**config.mk**
```make
export PLATFORM = sky130hd
export DESIGN_NAME = filled_circle_span_generator_flat
export DESIGN_NICKNAME = d
export VERILOG_FILES = /design/src/rtl/fcsg_pkg.sv /design/src/rtl/circle_if.sv /design/src/rtl/span_if.sv /design/src/rtl/filled_circle_span_generator.sv /design/src/flat_wrapper.sv
export SDC_FILE = /design/constraint.sdc
export NUM_CORES = 1
export LEC_CHECK = 0
export BUFFER_PORTS_ARGS = -buffer_cell sky130_fd_sc_hd__clkbuf_2
export CAP_MARGIN = 20
export CORE_AREA = 10 10 292 154
export CTS_BUF_LIST = sky130_fd_sc_hd__clkbuf_4 sky130_fd_sc_hd__clkbuf_8 sky130_fd_sc_hd__clkbuf_16
export DETAILED_ROUTE_END_ITERATION = 16
export DIE_AREA = 0 0 302 164
export GPL_ROUTABILITY_DRIVEN = 0
export MAX_ROUTING_LAYER = met4
export PLACE_DENSITY = 0.76
export SYNTH_ARGS = -nofsm -noshare
export SYNTH_HDL_FRONTEND = slang
export SYNTH_SLANG_ARGS = --single-unit
```
**constraint.sdc**
```tcl
create_clock -name clk -period 14.02 [get_ports clk]
set_clock_uncertainty 0.05 [all_clocks]
set_input_delay 2.804 -clock clk [delete_from_list [all_inputs] [get_ports clk]]
set_output_delay 2.804 -clock clk [all_outputs]
set_load 0.05 [all_outputs]
```
**src/rtl/fcsg_pkg.sv**
```systemverilog
package fcsg_pkg;

  localparam int COORD_W  = 15;
  localparam int RADIUS_W = 6;
  localparam int COLOR_W  = 32;
  localparam int SPAN_W   = 16;
  localparam int AREA_W   = 2 * RADIUS_W;
  localparam int ROOT_W   = RADIUS_W;
  localparam int DIGITS_PER_STAGE = ROOT_W / 2;

  typedef logic signed [COORD_W-1:0] coord_t;
  typedef logic [RADIUS_W-1:0]       radius_t;
  typedef logic [COLOR_W-1:0]        color_t;
  typedef logic signed [SPAN_W-1:0]  span_coord_t;
  typedef logic [AREA_W-1:0]         area_t;
  typedef logic [ROOT_W-1:0]         root_t;

  // one span to be produced, as it travels down the pipeline
  typedef struct packed {
    coord_t  cx;
    coord_t  cy;
    radius_t r;
    color_t  color;
    radius_t d;
    logic    lower;
    logic    last;
  } span_job_t;

  // DIGITS_PER_STAGE digits of a restoring integer square root, starting at the digit in mask
  function automatic root_t sqrt_digits(area_t n, root_t root_in, root_t mask_in);
    root_t root;
    root_t mask;
    root_t trial;
    area_t sq;
    root = root_in;
    mask = mask_in;
    for (int i = 0; i < DIGITS_PER_STAGE; i++) begin
      trial = root | mask;
      sq = AREA_W'(trial) * AREA_W'(trial);
      if (sq <= n) begin
        root = trial;
      end
      mask = mask >> 1;
    end
    return root;
  endfunction

endpackage

```
**src/rtl/circle_if.sv**
```systemverilog
interface circle_if;
  logic           valid;
  logic           ready;
  fcsg_pkg::coord_t  center_x;
  fcsg_pkg::coord_t  center_y;
  fcsg_pkg::radius_t circle_radius;
  fcsg_pkg::color_t  fill_color;

  modport source (output valid, center_x, center_y, circle_radius, fill_color,
                  input ready);
  modport sink   (input valid, center_x, center_y, circle_radius, fill_color,
                  output ready);
endinterface

```
**src/rtl/span_if.sv**
```systemverilog
interface span_if;
  logic                   valid;
  logic                   ready;
  fcsg_pkg::span_coord_t  span_row;
  fcsg_pkg::span_coord_t  span_left;
  fcsg_pkg::span_coord_t  span_right;
  fcsg_pkg::color_t       span_color;
  logic                   last_span;

  modport source (output valid, span_row, span_left, span_right, span_color, last_span,
                  input ready);
  modport sink   (input valid, span_row, span_left, span_right, span_color, last_span,
                  output ready);
endinterface

```
**src/rtl/filled_circle_span_generator.sv**
```systemverilog
// channel   dir  payload                                              role
// req       in   center_x, center_y, circle_radius, fill_color         one circle
// span      out  span_row, span_left, span_right, span_color, last_span one span
//
// while a circle is in work the request side is held (ready low): the sequencer
// issues one span per cycle while the span side does not stall, each into a five-stage
// pipeline (issue, area product, two square-root stages, span output register).
// rst is synchronous and clears the sequencer, the held request and all stage valid bits.
// a stall on the span side freezes every stage and span issue; an idle block still accepts a request.
module filled_circle_span_generator #(
  parameter int MAX_RADIUS = 32
) (
  input logic clk,
  input logic rst,
  circle_if.sink  req,
  span_if.source  span
);
  import fcsg_pkg::*;

  // pipeline advance
  logic en;
  assign en = !span.valid || span.ready;

  // sequencer state
  logic      busy;
  logic      side;
  radius_t   row_offset;
  span_job_t held;
  logic      issue_last;
  radius_t   rad_sat;

  assign req.ready  = !busy;
  assign issue_last = (row_offset >= held.r);
  assign rad_sat    = (req.circle_radius > RADIUS_W'(MAX_RADIUS)) ?
                      RADIUS_W'(MAX_RADIUS) : req.circle_radius;

  // stage registers
  logic      v0, v1, v2, v3, vout;
  span_job_t job0, job1, job2, job3;
  area_t     n1, n2, n3;
  root_t     root2, root3;

  // sequencer and valid bits
  always_ff @(posedge clk) begin
    if (rst) begin
      busy <= 1'b0;
      side <= 1'b0;
      row_offset <= '0;
      v0 <= 1'b0;
      v1 <= 1'b0;
      v2 <= 1'b0;
      v3 <= 1'b0;
      vout <= 1'b0;
    end else begin
      if (req.valid && req.ready) begin
        busy <= 1'b1;
        side <= 1'b0;
        row_offset <= RADIUS_W'(1);
      end else if (busy && en) begin
        if (issue_last) begin
          busy <= 1'b0;
        end else if (side) begin
          side <= 1'b0;
          row_offset <= row_offset + RADIUS_W'(1);
        end else begin
          side <= 1'b1;
        end
      end
      if (en) begin
        v0 <= busy;
        v1 <= v0;
        v2 <= v1;
        v3 <= v2;
        vout <= v3;
      end
    end
  end

  // held request
  always_ff @(posedge clk) begin
    if (rst) begin
      held <= '0;
    end else if (req.valid && req.ready) begin
      held.cx    <= req.center_x;
      held.cy    <= req.center_y;
      held.r     <= rad_sat;
      held.color <= req.fill_color;
      held.d     <= '0;
      held.lower <= 1'b0;
      held.last  <= 1'b0;
    end
  end

  // job for the span issued this cycle
  span_job_t issue_job;
  always_comb begin
    issue_job       = held;
    issue_job.d     = row_offset;
    issue_job.lower = side;
    issue_job.last  = issue_last;
  end

  // area product d*(2r-d), then the square root in two digit groups, one group per stage
  logic [AREA_W:0] prod;
  assign prod = (AREA_W+1)'(job0.d) *
                (AREA_W+1)'({1'b0, job0.r, 1'b0} - {2'b00, job0.d});

  always_ff @(posedge clk) begin
    if (en) begin
      job0 <= issue_job;

      job1 <= job0;
      n1   <= prod[AREA_W-1:0];

      job2  <= job1;
      n2    <= n1;
      root2 <= sqrt_digits(n1, '0, root_t'(1) << (ROOT_W - 1));

      job3  <= job2;
      n3    <= n2;
      root3 <= sqrt_digits(n2, root2, root_t'(1) << (DIGITS_PER_STAGE - 1));
    end
  end

  // span output register
  root_t       half;
  span_coord_t cx16, cy16, r16, d16, w16;
  assign half = job3.last ? job3.r : root3;
  assign cx16 = SPAN_W'(job3.cx);
  assign cy16 = SPAN_W'(job3.cy);
  assign r16  = span_coord_t'({{(SPAN_W-RADIUS_W){1'b0}}, job3.r});
  assign d16  = span_coord_t'({{(SPAN_W-RADIUS_W){1'b0}}, job3.d});
  assign w16  = span_coord_t'({{(SPAN_W-ROOT_W){1'b0}}, half});

  always_ff @(posedge clk) begin
    if (en) begin
      span.span_left  <= cx16 - w16;
      span.span_right <= cx16 + w16;
      span.span_color <= job3.color;
      span.last_span  <= job3.last;
      if (job3.last) begin
        span.span_row <= cy16;
      end else if (job3.lower) begin
        span.span_row <= cy16 - d16 + r16;
      end else begin
        span.span_row <= cy16 + d16 - r16;
      end
    end
  end

  assign span.valid = vout;

  // checks
  logic [AREA_W:0] sq3, sq3p;
  assign sq3  = (AREA_W+1)'(root3) * (AREA_W+1)'(root3);
  assign sq3p = ((AREA_W+1)'(root3) + 1'b1) * ((AREA_W+1)'(root3) + 1'b1);

  a_root_exact: assert property (@(posedge clk) disable iff (rst)
    v3 && !job3.last |-> (sq3 <= (AREA_W+1)'(n3)) && (sq3p > (AREA_W+1)'(n3)))
    else $error("square root stage result is not the floor root");

  a_root_upper: assert property (@(posedge clk) disable iff (rst)
    v2 |-> root2[DIGITS_PER_STAGE-1:0] == '0)
    else $error("first root stage set low digits");

  a_span_order: assert property (@(posedge clk) disable iff (rst)
    span.valid |-> span.span_right >= span.span_left)
    else $error("span right edge left of its left edge");

endmodule

```
**src/flat_wrapper.sv**
```systemverilog
// flat-port wrapper written by rule: the top's interface ports become plain ports
module filled_circle_span_generator_flat import fcsg_pkg::*;
#(
  parameter int MAX_RADIUS = 32
)
  (clk, rst, req_valid, req_center_x, req_center_y, req_circle_radius, req_fill_color, req_ready, span_valid, span_span_row, span_span_left, span_span_right, span_span_color, span_last_span, span_ready);
  circle_if req_i ();
  span_if span_i ();
  input logic clk;
  input logic rst;
  input wire logic [$bits(req_i.valid)-1:0] req_valid;
  input wire logic [$bits(req_i.center_x)-1:0] req_center_x;
  input wire logic [$bits(req_i.center_y)-1:0] req_center_y;
  input wire logic [$bits(req_i.circle_radius)-1:0] req_circle_radius;
  input wire logic [$bits(req_i.fill_color)-1:0] req_fill_color;
  output wire logic [$bits(req_i.ready)-1:0] req_ready;
  output wire logic [$bits(span_i.valid)-1:0] span_valid;
  output wire logic [$bits(span_i.span_row)-1:0] span_span_row;
  output wire logic [$bits(span_i.span_left)-1:0] span_span_left;
  output wire logic [$bits(span_i.span_right)-1:0] span_span_right;
  output wire logic [$bits(span_i.span_color)-1:0] span_span_color;
  output wire logic [$bits(span_i.last_span)-1:0] span_last_span;
  input wire logic [$bits(span_i.ready)-1:0] span_ready;
  assign req_i.valid = req_valid;
  assign req_i.center_x = req_center_x;
  assign req_i.center_y = req_center_y;
  assign req_i.circle_radius = req_circle_radius;
  assign req_i.fill_color = req_fill_color;
  assign req_ready = req_i.ready;
  assign span_valid = span_i.valid;
  assign span_span_row = span_i.span_row;
  assign span_span_left = span_i.span_left;
  assign span_span_right = span_i.span_right;
  assign span_span_color = span_i.span_color;
  assign span_last_span = span_i.last_span;
  assign span_i.ready = span_ready;
  filled_circle_span_generator #(.MAX_RADIUS(MAX_RADIUS)) u_core (.clk(clk), .rst(rst), .req(req_i), .span(span_i));
endmodule
```
# == Word-level counts from Yosys, hierarchy flattened ==
# Cells that the tools add are included.
# classes
n_bitwise,1
n_eq_ne,1
n_lt_le_gt_ge,8
reduce_logical,13
addsub,8
n_div,0
shift,0
multipliers,6
n_mux,20
# op_table
cell,count
$le A12 B12 Y1,5
$mul A6 B6 Y12,5
$mux W6,7
$add A15 B7 Y16,2
$mux W16,2
$sub A15 B7 Y16,2
$add A16 B7 Y16,1
$sub A16 B7 Y16,1
$mul A6 B13 Y12,1
$le A11 B12 Y1 const A,1
$mux W1,8
$sub A7 B6 Y8,1
$add A6 B1 Y6 const B,1
$ge A6 B6 Y1,1
$gt A6 B6 Y1 const B,1
$reduce_and A3 Y1,2
$reduce_bool A2 Y1,3
$mux W5,1
$reduce_and A2 Y1,2
$mux W3,1
$logic_and A1 B1 Y1,2
$logic_not A1 Y1,2
$mux W2,1
$ne A2 B2 Y1 const B,1
3 further kinds,3
# word_totals
ramBits,0
n_memories,0
input_bits,72
ff_bits,502
latchBits,0
elab_cells,109
rom_bits,0

# == Longest topological paths before layout ==
# logic_depth
ltp_word,10
ltp_mapped,50
depth_no_buf,50

# == Worst setup path after synthesis ==
# OpenSTA, ideal clock, no wires.
# synth_path
path_type,in2reg
from,input span_ready
to,register u_core.row_offset[3]
required_time_ns,13.900
setup_slack_ns,0.359
arrival_ns,13.541
setup_time_ns,0.070
n_path_buf,0
path_stages,5
cell_sequence,nor2b_1 inv_1 nand3_1 or4_1 a21oi_1
# synth_between
elab_chain_cells,3
# synth_lines
item,line,text
start: declaration,flat_wrapper.sv:23,input wire logic [$bits(span_i.ready)-1:0] span_ready;
$logic_or A1 B1 Y1,filled_circle_span_generator.sv:22,assign en = !span.valid || span.ready;
$logic_and A1 B1 Y1,filled_circle_span_generator.sv:59,end else if (busy && en) begin
$reduce_and A3 Y1 (no line),-,
end signal: assignment,filled_circle_span_generator.sv:64,row_offset <= row_offset + RADIUS_W'(1);
end: declaration,filled_circle_span_generator.sv:27,radius_t row_offset;
# Every way passes these cells.
# A chain may end at the register's enable or synchronous reset.

# == Worst setup path after layout ==
# layout_path
from,register u_core.root2[3]
to,register u_core.root3[0] (data pin)
# layout_between
elab_chain_cells,10
# layout_lines
item,line,text
start: declaration,filled_circle_span_generator.sv:41,"root_t root2, root3;"
start signal: assignment,filled_circle_span_generator.sv:117,"root2 <= sqrt_digits(n1, '0, root_t'(1) << (ROOT_W - 1));"
$mul A6 B6 Y12,fcsg_pkg.sv:39,sq = AREA_W'(trial) * AREA_W'(trial);
$le A12 B12 Y1,fcsg_pkg.sv:40,if (sq <= n) begin
$mux W3,fcsg_pkg.sv:40,
$mux W6 (*),filled_circle_span_generator.sv:109,if (en) begin
$mul A6 B6 Y12,fcsg_pkg.sv:39,
$le A12 B12 Y1,fcsg_pkg.sv:40,
$mux W2,fcsg_pkg.sv:40,
$mux W6 (*),filled_circle_span_generator.sv:109,
$mul A6 B6 Y12 (*),fcsg_pkg.sv:39,
$le A12 B12 Y1 (*),fcsg_pkg.sv:40,
end signal: assignment,filled_circle_span_generator.sv:121,"root3 <= sqrt_digits(n2, root2, root_t'(1) << (DIGITS_PER_STAGE - 1));"
end: declaration,filled_circle_span_generator.sv:41,
# Mark *: on every way between the ends. The rest lies on a longest branch, timed or not. The select of a mux whose other input is x is not followed.

==> impl_metrics.toml <==
[status]
status = "finished, final reports clean"

[clocking]
numCtsBuffers = 41
ctsLongestPathBuffers = 3
cts_num_sinks = 496
cts_tree = "yes"
cts-root-buf = "clkbuf_16"
clk_pin_slew_ps = 70
clk_latency_ps = 560
ctsResizeCount = 0
post_cts_buffers = 0
htreeDepth = 2
postCtsHoldBufs = 0

[setup_path]
crit_start = "u_core.root2[3]$_SDFFCE_PP1N_"
critical_path_peak_fanout = 11
rr_endpoint = "u_core.root3[0]$_SDFFCE_PP1N_"
cpMaxStageDelayCell = "edfxtp_1"
cp_common_cell = "ha_1"
r2r_slack_ps = 1600
critPathBufInv = 6
criticalPathCategory = "reg -> reg"
worstRegToRegCells = 49
startpoint_type = "flop"
end_kind = "flop"
critPathRequiredTime_ps = 14330
rr_startpoint = "u_core.root2[3]$_SDFFCE_PP1N_"
cpLargestDelayFamily = "adder cells"
critPathMaxStageDelay_ps = 670
cp.arrival_ps = 12730

[worst_hold_path]
hold_end = "u_core.job1[65]$_DFFE_PN_"
min_path_type = "reg -> reg"
hp-start = "u_core.job0[65]$_DFFE_PN_"
hold_depth = 0

[synthesis]
avgSynthCellArea_um2 = 13.5
synth_area_leader_cell = "edfxtp_1"
seq_area_frac_synth = 0.653
ys_ff_latch = 496
synth_top_area_share = 0.578
synth_nets = 1856
synth.distinct_cells = 59
synthArstFlopShare = 0
synth_edf_count = 415
synth_area_leaders = "edfxtp_1 (58%), dfxtp_1 (7.5%), ha_1 (7.2%), fa_1 (5.3%), nand2_1 (3.7%)"
syn_area_um2 = 21600
synth_ff_type = "edfxtp_1"
syn-instance-count = 1603
yosys_warnings = 0

[pwr]
p_total_mw = 5.96
p_leak_nw = 10.4
ir_drop_mv = 0.606
power.density_nw_per_um2 = 245
pwr-share-clk = 0.198
power_frac_seq = 0.308
switching_share = 0.389
p_comb_frac = 0.493
netSwitchingPower_mw = 2.32
internal-power_mw = 3.64

[place]
io_buffers = 154
dpl_cell_area_um2 = 22900
dp_hpwl_um = 28900

[drt]
drc = 0
vias = 12300
wl_um = 41000
firstDrtPassIters = 5
drt_iter0_markers = 921
via_per_inst = 5.24
ant_nets = 0
wire_per_inst_um = 17.5

[timing]
fin_crit_sh = 0.886
holdWs_ps = 348
finalSetupViolations = 0
tightest_slew_ps = 922
grt_setup_unrepaired = "no"
hold_viol = 0
maxSlewViolCount = 0
min_period_ps = 12420
clock.fmax_ghz = 0.0805
fin_setup_tns_ps = 0
max_slew_margin = 0.385

[finish]
final_common_cell = "edfxtp_1"
syn_to_final_growth_pct = 13.0
antenna_cells = 0
drive_gt1_frac = 0.141
final_cell_area_um2 = 24400
fin_util = 0.612
nFillCells = 2977
mostFrequentLayoutCells = "edfxtp_1 (415), nand2_1 (211), inv_1 (160), clkbuf_2 (153), ha_1 (124)"
multi_input_area_um2 = 6720
ff_latch_area_um2 = 14100
nNetsFinal = 2018

[floorplan]
start_util = 0.542
io_pins = 155
fp.dieH_um = 164
die_width_um = 302
dieArea_um2 = 49500
rows = 52
core_area_um2 = 39800

[global_route]
grt_pass1_vias = 12100
track_usage = 0.167
grt_start_max_net_pins = 183
grt_pass1_wl_um = 64300
overflow = 0
antenna_found_initial = 0

[job]
maxCapViolations = 0
==> power groups by stage <==
stage               sequential (mW)  clock, mW  combinational, mW
floorplan                      2.03          0               1.99
global placement               1.86          0               2.71
global route                   1.85       1.27               3.34
finish                         1.84       1.18               2.94
detailed placement             1.87          0               2.88
CTS                            1.84       1.21               2.91
==> per-stage QoR <==
| step | cells | worst slack (ps) |
|---|---|---|
| 6_report | 2338 | 1600 |
| 4_1_cts | 2337 | 1670 |
| 5_1_grt | 2338 | 854 |
| 2_1_floorplan | 1603 | 359 |
| 3_5_place_dp | 2261 | 1700 |
| 3_3_place_gp | 2261 | 2130 |
==> Yosys cell counts, types with 4 or more instances <==
master    instances
o21a_1            5
edfxtp_1        415
o21bai_1          9
and3_1            7
nor3_1           17
mux2i_1           9
a21o_1           15
a21oi_1         117
xnor2_1          56
a211oi_1          7
or3_1             5
o21ai_0          45
or4_1             4
nor2_1           60
dfxtp_1          81
xor2_1           23
and2_1           11
nand4_1           9
or2_2             5
nand3b_1          6
clkbuf_1         34
fa_1             57
o31ai_1           7
inv_1           161
ha_1            124
o211ai_1          6
nor2b_1          11
buf_1             6
nand3_1          20
a21boi_0          4
nand2b_1         14
a31oi_1           4
nand2_1         212
==> layer usage <==
metal  vias to the layer above  routed length [um]  global-route usage
met5                         -                   0                   -
met3                        74                3090              0.0442
met1                      5861               18900               0.229
met2                       394               18000               0.245
li1                       5931                   -                   -
met4                         0                1010              0.0442
==> final cells by class <==
type	count	share of cell area
flip-flops and latches	496	0.578
inverters	163	0.0254
repair buffers	161	0.0351
clock buffers	51	0.0461
clock inverters	25	0.0124
well taps	540	0.0277
multi-input cells	902	0.276
==> state kept, by name (all words and copies together), names as in the netlist, 3 cells and up <==
signal and flops:
u_core.cx16 15, u_core.cy16 15, u_core.d16 6, u_core.held 68, u_core.job0 76, u_core.job1 75
u_core.job2 75, u_core.job3 40, u_core.n1 12, u_core.n2 12, u_core.root2 3, u_core.root3 6
u_core.row_offset 6, u_core.span.span_color 32, u_core.span.span_left 15, u_core.span.span_right 16, u_core.span.span_row 16
==> kinds of logic after synthesis <==
group           share of synthesized area
flops                               0.653
fa+ha+maj                           0.125
simple gates                       0.0808
mux                               0.00574
buf+inv                            0.0362
xor+xnor                           0.0321
compound gates                     0.0677
==> worst max path at each step <==
| stage | endpoint | slack [ps] | cells after the start |
|---|---|---|---|
| final | u_core.root3[0]$_SDFFCE_PP1N_ | 1600 | 49 |
| after global routing | u_core.root3[0]$_SDFFCE_PP1N_ | 850 | 49 |
| after CTS | u_core.root3[0]$_SDFFCE_PP1N_ | 1670 | 49 |
| after detailed placement | u_core.root3[0]$_SDFFCE_PP1N_ | 1700 | 49 |
| after global placement | u_core.root3[0]$_SDFFCE_PP1N_ | 2130 | 49 |
| after floorplan | u_core.row_offset[3]$_SDFFE_PP0P_ | 360 | 5 |
(Power assumes the default switching activity.)
